## config.mk

```make
export PLATFORM = sky130hd
export DESIGN_NAME = dmrc_ctrl
export DESIGN_NICKNAME = d
export VERILOG_FILES = /design/src/hdl/dmrc_pkg.sv /design/src/hdl/dmrc_ctrl.sv
export VERILOG_INCLUDE_DIRS = /design/src /design/src/hdl
export SDC_FILE = /design/constraint.sdc
export NUM_CORES = 1
export LEC_CHECK = 0
export BUFFER_PORTS_ARGS = -buffer_cell sky130_fd_sc_hd__buf_4
export CAP_MARGIN = 40
export CORE_AREA = 4 4 41 43
export CTS_CLUSTER_DIAMETER = 80
export DETAILED_ROUTE_END_ITERATION = 12
export DIE_AREA = 0 0 45 47
export PLACE_DENSITY = 0.69
export SYNTH_ARGS = -nofsm -noshare
export SYNTH_HDL_FRONTEND = slang
export SYNTH_SLANG_ARGS = --single-unit
export TNS_END_PERCENT = 10
```

## constraint.sdc

```tcl
create_clock -name clk -period 2.7 [get_ports clk]
set_clock_uncertainty 0.05 [all_clocks]
set_input_delay 0.405 -clock clk [delete_from_list [all_inputs] [get_ports clk]]
set_output_delay 0.405 -clock clk [all_outputs]
set_load 0.005 [all_outputs]
```

## src/hdl/direct_mapped_read_cache_unit_defines.svh

```systemverilog
// Assertion macros shared by the cache controller and datapath.
// No dependencies; included by files that carry concurrent checks.
`ifndef DIRECT_MAPPED_READ_CACHE_UNIT_DEFINES_SVH
`define DIRECT_MAPPED_READ_CACHE_UNIT_DEFINES_SVH

// same-cycle implication
`define DMRC_ASSERT_NOW(label, clk, rst_n, ante, cons, msg) \
    label: assert property (@(posedge clk) disable iff (!rst_n) (ante) |-> (cons)) \
        else $error(msg);

// next-cycle implication
`define DMRC_ASSERT_NEXT(label, clk, rst_n, ante, cons, msg) \
    label: assert property (@(posedge clk) disable iff (!rst_n) (ante) |=> (cons)) \
        else $error(msg);

`endif

```

## src/hdl/dmrc_pkg.sv

```systemverilog
// Package for the direct-mapped read cache: default geometry, status codes,
// controller state type and the controller-to-datapath command struct.
`timescale 1ns / 1ps

package dmrc_pkg;

    localparam int LOG_CACHE_BYTES_DEF = 14;
    localparam int LOG_LINE_BYTES_DEF  = 7;
    localparam int POS_BITS_DEF        = 32;

    localparam logic [1:0] STATUS_HIT    = 2'd0;
    localparam logic [1:0] STATUS_MISS   = 2'd1;
    localparam logic [1:0] STATUS_FILLED = 2'd2;
    localparam logic [1:0] STATUS_ERROR  = 2'd3;

    localparam logic KIND_READ = 1'b0;
    localparam logic KIND_FILL = 1'b1;

    typedef enum logic {
        ST_IDLE,
        ST_LOOKUP
    } state_t;

    typedef struct packed {
        logic capture;
        logic lookup;
        logic fill_wr;
        logic fill_last;
        logic err;
    } cmd_t;

endpackage

```

## src/hdl/dmrc_ctrl.sv

```systemverilog
// Cache controller: lookup sequencing, fill tracking and protocol checks.
// Depends on dmrc_pkg and the assertion macro header.
`timescale 1ns / 1ps
`include "direct_mapped_read_cache_unit_defines.svh"

module dmrc_ctrl #(
    parameter int LOG_LINE_BYTES = dmrc_pkg::LOG_LINE_BYTES_DEF
) (
    input  logic                      clk,
    input  logic                      rst_n,
    input  logic                      start,
    input  logic                      kind,
    input  logic                      hit,
    output logic                      busy,
    output dmrc_pkg::cmd_t            cmd,
    output logic [LOG_LINE_BYTES-1:0] fill_idx
);
    import dmrc_pkg::*;

    state_t                    state_reg, state_next;
    logic                      fill_pending_reg, fill_pending_next;
    logic [LOG_LINE_BYTES-1:0] fill_idx_reg, fill_idx_next;

    always_ff @(posedge clk or negedge rst_n)
    begin
        if (!rst_n)
        begin
            state_reg        <= ST_IDLE;
            fill_pending_reg <= 1'b0;
            fill_idx_reg     <= '0;
        end
        else
        begin
            state_reg        <= state_next;
            fill_pending_reg <= fill_pending_next;
            fill_idx_reg     <= fill_idx_next;
        end
    end

    always_comb
    begin
        state_next        = state_reg;
        fill_pending_next = fill_pending_reg;
        fill_idx_next     = fill_idx_reg;
        cmd               = '0;
        unique case (state_reg)
            ST_IDLE:
            begin
                if (start)
                begin
                    if (kind == KIND_READ)
                    begin
                        if (fill_pending_reg)
                            cmd.err = 1'b1;
                        else
                        begin
                            cmd.capture = 1'b1;
                            state_next  = ST_LOOKUP;
                        end
                    end
                    else
                    begin
                        if (!fill_pending_reg)
                            cmd.err = 1'b1;
                        else
                        begin
                            cmd.fill_wr = 1'b1;
                            if (fill_idx_reg == '1)
                            begin
                                cmd.fill_last     = 1'b1;
                                fill_pending_next = 1'b0;
                                fill_idx_next     = '0;
                            end
                            else
                                fill_idx_next = fill_idx_reg + 1'b1;
                        end
                    end
                end
            end
            ST_LOOKUP:
            begin
                cmd.lookup = 1'b1;
                state_next = ST_IDLE;
                if (!hit)
                begin
                    fill_pending_next = 1'b1;
                    fill_idx_next     = '0;
                end
            end
            default:
                state_next = ST_IDLE;
        endcase
    end

    assign busy     = (state_reg == ST_LOOKUP);
    assign fill_idx = fill_idx_reg;

    `DMRC_ASSERT_NEXT(a_lookup_one_cycle, clk, rst_n, busy, !busy, "lookup held past one cycle")
    `DMRC_ASSERT_NEXT(a_capture_to_lookup, clk, rst_n, cmd.capture, busy, "capture without lookup")
    `DMRC_ASSERT_NOW(a_last_needs_pending, clk, rst_n, cmd.fill_last, cmd.fill_wr && fill_pending_reg, "last fill without pending miss")

endmodule

```

After elaboration in Yosys (flattened, before gate mapping)
Cells that the tools add are included.
{ "totals": {"regBits": 9, "inputBits": 5, "out_inout_bits": 13} }
{ "op_classes": {"n_addsub": 1, "n_eq_ne": 5, "mux": 25, "n_bitwise": 1, "reduce_logical": 2} }
{ "op_table": {"columns": ["cell", "n"], "rows": [
  ["7-bit two-way mux", 5],
  ["7-bit case mux with 2 select lines", 1],
  ["1-bit two-way mux", 13],
  ["2-bit != test (second input constant)", 4],
  ["7-bit by 1-bit adder with 7-bit output (second input constant)", 1],
  ["7-bit == test (second input constant)", 1],
  ["3-bit two-way mux", 2],
  ["2-bit two-way mux", 2],
  ["1-bit case mux with 2 select lines", 2],
  ["4-bit AND reduction", 1],
  ["3-bit AND reduction", 1],
  ["1-bit inverter", 1]
]} }

Depth between registers and ports, before layout
Gate-level depths: netlist of run 1.
{ "depth": {"word_depth": 6, "ltp_mapped": 5} }

Worst setup path after synthesis of run 1
No wires, ideal clock.
{ "synth_timing": {"path_kind": "reg2out", "from": "register fill_idx_reg[0] (netlist: fill_idx[0])", "to": "output cmd[1] (netlist name)", "arrival_ns": 1.056, "setup_slack_ns": 1.189, "path_stages_with_launch": 5, "n_path_buf": 0, "cell_sequence": "dfrtp_1 ha_1 and3_1 nand4_1 nor2_1"} }
{ "synth_lines": {"columns": ["element", "line_no", "rtl"], "rows": [
  ["start: declaration", "dmrc_ctrl.sv:22", "logic [LOG_LINE_BYTES-1:0] fill_idx_reg, fill_idx_next;"],
  ["start signal: assignment", "dmrc_ctrl.sv:36", "fill_idx_reg <= fill_idx_next;"],
  ["end: declaration", "dmrc_ctrl.sv:15", "output dmrc_pkg::cmd_t cmd,"]
]} }

==> flow_metrics.tcl, run 1 <==
set metrics [dict create \
    outcome "complete, no violations" \
    fin_cells 92 \
    drt-initial-drc-count 20 \
    gp_congestion 0.8798 \
    largest_register_ffs 7 \
    cts_made_buffers 3 \
    relSlewSlack 0.7423 \
    setup_tns_ns 0 \
    hold_class "primary input to register" \
    core-area_mm2 0.001301 \
    seq_area_frac_synth 0.4128 \
    die_h_um 47 \
    ant_nets 0 \
    synth_nets 66 \
    whs_ns 0.4205 \
    wire_per_inst_um 14.00 \
    initial_core_util 0.4192 \
    synth_cells 58 \
    worst-path-max-fanout 5 \
    worstMarginPinSlew_ns 0.3857 \
    rows 13 \
    power_frac_seq 0.458 \
    first_pass_iters 4 \
    critPathKind "register to primary output" \
    final_nets 86 \
    yosys_warnings 0 \
    leakagePower_nw 0.3686 \
    port_buffers 17 \
    grt_pass1_vias 519 \
    cp.arrival_ns 1.53 \
    timing.rr.end "fill_idx[6]" \
    reg2reg_depth 5 \
    reg2reg_slack_ns 1.12 \
    synth_area_um2 545.5 \
    vias_per_cell 5.652 \
    ys_top_cells_by_count "dfrtp_1 (9), nand2_1 (7), nor2_1 (5)" \
    drive_gt1_frac 0.2857 \
    clk_path_buf_depth 2 \
    cts_tree "built" \
    period_share 0.7346 \
    antenna_found_initial 0 \
    rsz0062_at_grt "false" \
    min_from "hit" \
    fmax_mhz 504.2 \
    cts.clk_slew.worst_paths_ns 0.06 \
    cp.required_ns 2.25 \
    ys_seq_elements 9 \
    synth-async-reset-ratio 1.000 \
    area_growth_pct 28.67 \
    root_buffer "clkbuf_4" \
    die-area_mm2 0.002115 \
    p_per_area_mw_per_mm2 691.8 \
    vias 520 \
    finalSetupViolCount 0 \
    crit_start "fill_idx[1]" \
    ir_drop_mv 0.3345 \
    hold_viol_final 0 \
    grt_pass1_wl_um 2263 \
    synth_top_area_share 0.4128 \
    end_kind "primary output" \
    num_antenna_cells 0 \
    p_sw_mw 0.1692 \
    start_kind "register" \
    drt_wl_total_um 1288 \
    grt_max_degree 10 \
    cts_sinks 9 \
    synth_most_common_cell "dfrtp_1" \
    synth_area_leaders "dfrtp_1 (41%), ha_1 (6.9%), nand2_1 (4.8%), a31oi_1 (3.4%), and2_1 (3.4%)" \
    synth_flop_cell "dfrtp_1" \
    synth_area_per_cell_um2 9.406 \
    whs_path_depth 3 \
    combPwrFrac 0.325 \
    htreeDepth 1 \
    slew_viol_final 0 \
    die_width_um 45 \
    gr-total-overflow 0 \
    post-place-cells 87 \
    pwr-share-clk 0.216 \
    intPower_mw 0.3164 \
    synth-edff-count 0 \
    cap_viol_max_count 0 \
    yosys.area.top_type "dfrtp_1" \
    r2r-start "fill_idx[0]" \
    switching_share 0.3484 \
    min_to "fill_idx[6]" \
    ios 18 \
    synth_cell_type_count 26 \
    clk_latency_ns 0.26 \
    fin_util 0.5394 \
    dp_hpwl_um 949.9 \
    drc 0 \
    gr-usage-all-layers 0.1510 \
    min_period_ns 1.983 \
]
how the worst max path moves through the flow:
stage	cells after the start	slack, ns	to
6_report	5	0.72	cmd[1]
3_5_place_dp	5	1.02	cmd[1]
4_1_cts	5	0.73	cmd[1]
3_3_place_gp	5	1.06	cmd[1]
5_1_grt	5	0.56	cmd[1]
2_1_floorplan	4	1.19	cmd[1]
layout by cell type (no fill, tap or decap):
| cell | n |
|---|---|
| nor2b_1 | 1 |
| o211ai_2 | 1 |
| o22a_1 | 1 |
| dfrtp_1 | 9 |
| a31oi_1 | 3 |
| nand2_1 | 7 |
| and2b_1 | 1 |
| ha_1 | 3 |
| a21o_1 | 1 |
| and3_1 | 2 |
| mux2i_1 | 1 |
| clkbuf_1 | 1 |
| dlygate4sd3_1 | 1 |
| xnor2_1 | 1 |
| inv_1 | 3 |
| and2_1 | 3 |
| nand4b_1 | 1 |
| nand4_1 | 3 |
| buf_4 | 17 |
| and2_4 | 1 |
| nand3_1 | 1 |
| clkbuf_4 | 3 |
| nand3b_1 | 1 |
| a21oi_1 | 2 |
| a311o_1 | 1 |
| nor2_1 | 5 |
| o21ai_0 | 2 |
| and4b_1 | 1 |
through the flow:
stage	setup WS [ns]	total power [mW]	instance area [µm²]
global placement	1.055	0.3766	665.6
detailed placement	1.020	0.3814	665.6
floorplan	1.189	0.2964	545.5
global route	0.5575	0.5255	701.9
finish	0.7166	0.4856	701.9
CTS	0.7313	0.4877	701.9
cells by family (layout without fill, tap and decap cells):
| kind of cell | after synthesis | count (layout) | share of synthesized area |
|---|---|---|---|
| simple gates | 27 | 27 | 0.2730 |
| buf+inv | 6 | 25 | 0.06880 |
| compound gates | 11 | 11 | 0.1422 |
| mux | 1 | 1 | 0.01835 |
| fa+ha+maj | 3 | 3 | 0.06881 |
| xor+xnor | 1 | 1 | 0.01606 |
| flops | 9 | 9 | 0.4129 |
area by class of cell:
class,count,area (µm²)
well taps,15,18.77
inverters,3,11.26
fillers,126,599.3
clock buffers,4,26.28
multi-input cells,43,282.8
flip-flops and latches,9,225.2
repair buffers,18,137.6
power by group through the flow:
stage	Combinational [mW]	Clock [mW]	Sequential, mW
final	0.158	0.105	0.223
after floorplan	0.0806	0	0.216
after global placement	0.157	0	0.220
after detailed placement	0.158	0	0.224
after global routing	0.184	0.112	0.230
after CTS	0.160	0.106	0.222
worst max-delay path, cell delays in order, from the launching register on:
cell,delay (ns)
dfrtp_1,0.42
ha_1,0.21
and3_1,0.19
nand4_1,0.17
nor2_1,0.15
buf_4,0.13
metal layers:
metal | vias up | track usage | wire, µm
met4 | 0 | 0.07602 | 14
met3 | 2 | 0.03831 | 127
met2 | 28 | 0.2514 | 593
met5 | - | 0 | 0
met1 | 246 | 0.1808 | 552
li1 | 244 | - | -
what timing repair did:
action	CTS	global route
hold endpoints to repair	9	0
buffers inserted	0	0
hold buffers	1	0
gates resized for setup	0	0
Power figures use the tool's default switching activity.
==> run 2, diff against run 1 <==
Settings changed: ABC_AREA from default to 1, CORE_AREA 4 4 41 43 to default, CORE_MARGIN from default to 4, CORE_UTILIZATION from default to 43, DIE_AREA 0 0 45 47 to default, PLACE_DENSITY 0.69 to 0.74.
Clock period 2.7 ns to 1.8 ns, I/O delays scaled along.
==> flow_metrics.tcl, run 2 <==
set metrics [dict create \
    grt_pass1_wl_um 2283 \
    critPathSlowestCell "dfrtp_2" \
    synth_area_per_cell_um2 7.065 \
    first_pass_iters 4 \
    rsz0062_at_grt "false" \
    synth_cell_type_count 17 \
    cts_made_buffers 3 \
    worst-path-max-fanout 5 \
    root_buffer "clkbuf_4" \
    outcome "complete, no violations" \
    min_to "busy" \
    core-area_mm2 0.001186 \
    min_period_ns 1.683 \
    synth_area_um2 579.3 \
    ys_top_cells_by_count "nand2_1 (27), nor2_1 (12), dfrtp_1 (9)" \
    finalSetupViolCount 0 \
    final_cell_mix "nand2_1 (26), buf_4 (19), nor2_1 (11)" \
    r2r-start "fill_idx[1]" \
    cap_viol_max_count 0 \
    die-area_mm2 0.001999 \
    synth_flop_cell "dfrtp_1" \
    p_per_area_mw_per_mm2 1116 \
    end_kind "primary output" \
    ys_seq_elements 9 \
    total_power_mw 0.8628 \
    yosys.area.top_type "dfrtp_1" \
    synth_most_common_cell "nand2_1" \
    gp_congestion 0.7750 \
    drt-initial-drc-count 11 \
    use_met2 0.2636 \
    die_width_um 44.71 \
    dp_hpwl_um 1071 \
    switching_share 0.3716 \
    timing.rr.end "fill_pending_reg" \
    htreeDepth 1 \
    synth_top_family_by_area "simple AND/OR/NAND/NOR gates" \
    fillers 120 \
    fmax_mhz 594.0 \
    worstMarginPinSlew_ns 0.2768 \
    largest_register_ffs 7 \
    busiest_layer "met2" \
    synth-edff-count 0 \
    intPower_mw 0.5422 \
    area_growth_pct 33.48 \
    initial_core_util 0.4884 \
    gr-total-overflow 0 \
    min_from "start" \
    combPwrFrac 0.424 \
    slew_viol_final 0 \
    ir_drop_mv 0.6630 \
    wire_per_inst_um 11.79 \
    leakagePower_nw 0.4156 \
    cts.clk_slew.worst_paths_ns 0.05 \
    vias 586 \
    gr-usage-all-layers 0.1623 \
    cp.arrival_ns 1.36 \
    hold_class "primary input to register" \
    reg2reg_slack_ns 0.49 \
    slowest_delay_ns 0.39 \
    vias_per_cell 4.966 \
    grt_pass1_vias 519 \
    seq_area_frac_synth 0.3888 \
    rows 12 \
    drt_wl_total_um 1391 \
    synth_area_leaders "dfrtp_1 (39%), nand2_1 (17%), nor2_1 (7.8%), ha_1 (6.5%), nand3_1 (6.0%)" \
    clk_path_buf_depth 2 \
    final_nets 113 \
    drc 0 \
    cts_sinks 9 \
    synth_cells 82 \
    port_buffers 17 \
    pwr-share-clk 0.180 \
    num_antenna_cells 0 \
    synth-async-reset-ratio 1.000 \
    die_h_um 44.71 \
    grt_max_degree 10 \
    reg2reg_depth 6 \
    yosys_warnings 0 \
    final_common_cell "nand2_1" \
    synth_mux_area_frac 0 \
    p_sw_mw 0.3206 \
    cts_tree "built" \
    synth_compound_area_frac 0.06479 \
    ios 18 \
    met3_usage 0.06375 \
    synth_nets 90 \
    relSlewSlack 0.8155 \
    synth_xor_area_frac 0 \
    met1_usage 0.1867 \
    antenna_found_initial 0 \
    drive_gt1_frac 0.2981 \
    synthSimpleGateAreaFrac 0.3909 \
    start_kind "register" \
    setup_tns_ns 0 \
    ant_nets 0 \
    synth_top_area_share 0.3888 \
    clk_latency_ns 0.27 \
    fin_util 0.6519 \
    whs_path_depth 3 \
    period_share 0.9352 \
    cp.required_ns 1.48 \
    hold_viol_final 0 \
    critPathKind "register to primary output" \
    path_cells "ha_1 -> nand2_2 -> nor2_4 -> nand2_1 -> nor2_1 -> buf_4" \
    power_frac_seq 0.396 \
    synthAdderAreaFrac 0.06479 \
]
[run 2: cell type report]
type | instances | area, µm² | share of cell area
multi-input combinational | 61 | 311.5 | 0.4029
inverter | 10 | 37.54 | 0.04854
clock buffer | 4 | 26.28 | 0.03398
sequential | 9 | 227.7 | 0.2945
timing repair buffer | 20 | 152.6 | 0.1974
tap | 14 | 17.52 | 0.02265
[run 2: power groups by stage]
| stage | clock (mW) | combinational (mW) | sequential [mW] |
|---|---|---|---|
| global placement | 0 | 0.309 | 0.340 |
| floorplan | 0 | 0.163 | 0.338 |
| global route | 0.170 | 0.418 | 0.355 |
| CTS | 0.159 | 0.320 | 0.344 |
| finish | 0.155 | 0.365 | 0.342 |
| detailed placement | 0 | 0.312 | 0.350 |
[run 2: per-stage QoR]
| stage | cell area (µm²) | setup slack [ns] | hold slack (ns) | std cells |
|---|---|---|---|---|
| after floorplan | 579.3 | 0.4712 | -0.07559 | 82 |
| after global placement | 709.4 | 0.3497 | 0.05049 | 111 |
| after detailed placement | 709.4 | 0.2828 | 0.04889 | 111 |
| after CTS | 745.7 | 0.002789 | 0.2356 | 116 |
| after global routing | 773.2 | 0.01180 | 0.2558 | 118 |
| final | 773.2 | 0.1166 | 0.2368 | 118 |
[run 2: logic make-up after synthesis]
| group | count (synthesis) |
|---|---|
| AOI/OAI and AO/OA | 7 |
| and+or+nand+nor | 51 |
| DFF | 9 |
| buffers and inverters | 12 |
| adders and majority gates | 3 |
[run 2: timing repair]
| item | 4_1_cts | 5_1_grt |
|---|---|---|
| endpoints found under the hold margin | 9 | 0 |
| gates resized for setup | 0 | 5 |
| hold buffers | 1 | 0 |
| setup buffers | 0 | 2 |
| endpoints found under the setup margin | 0 | 1 |
[run 2: per-layer routing]
layer,routed length [µm],part of all wire
met2,675,0.49
met4,21,0.015
met1,606,0.44
met5,0,0
met3,88,0.063
[run 2: how the worst max path moves through the flow]
stage                start      to  slack (ns)  depth (start not counted)
2_1_floorplan  fill_idx[0]  cmd[1]        0.47                          5
3_3_place_gp   fill_idx[0]  cmd[1]        0.35                          6
3_5_place_dp   fill_idx[0]  cmd[1]        0.28                          6
4_1_cts        fill_idx[0]  cmd[1]       0.003                          6
5_1_grt        fill_idx[1]  cmd[1]        0.01                          6
6_report       fill_idx[1]  cmd[1]        0.12                          6
[run 2: worst max-delay path, delay by kind of cell, from the launching register on]
kind / cells / cell delay [ns]
flip-flops: 1 / 0.39
buffers and inverters: 1 / 0.12
AND/OR/NAND/NOR: 4 / 0.43
adder cells (fa/ha/maj): 1 / 0.17
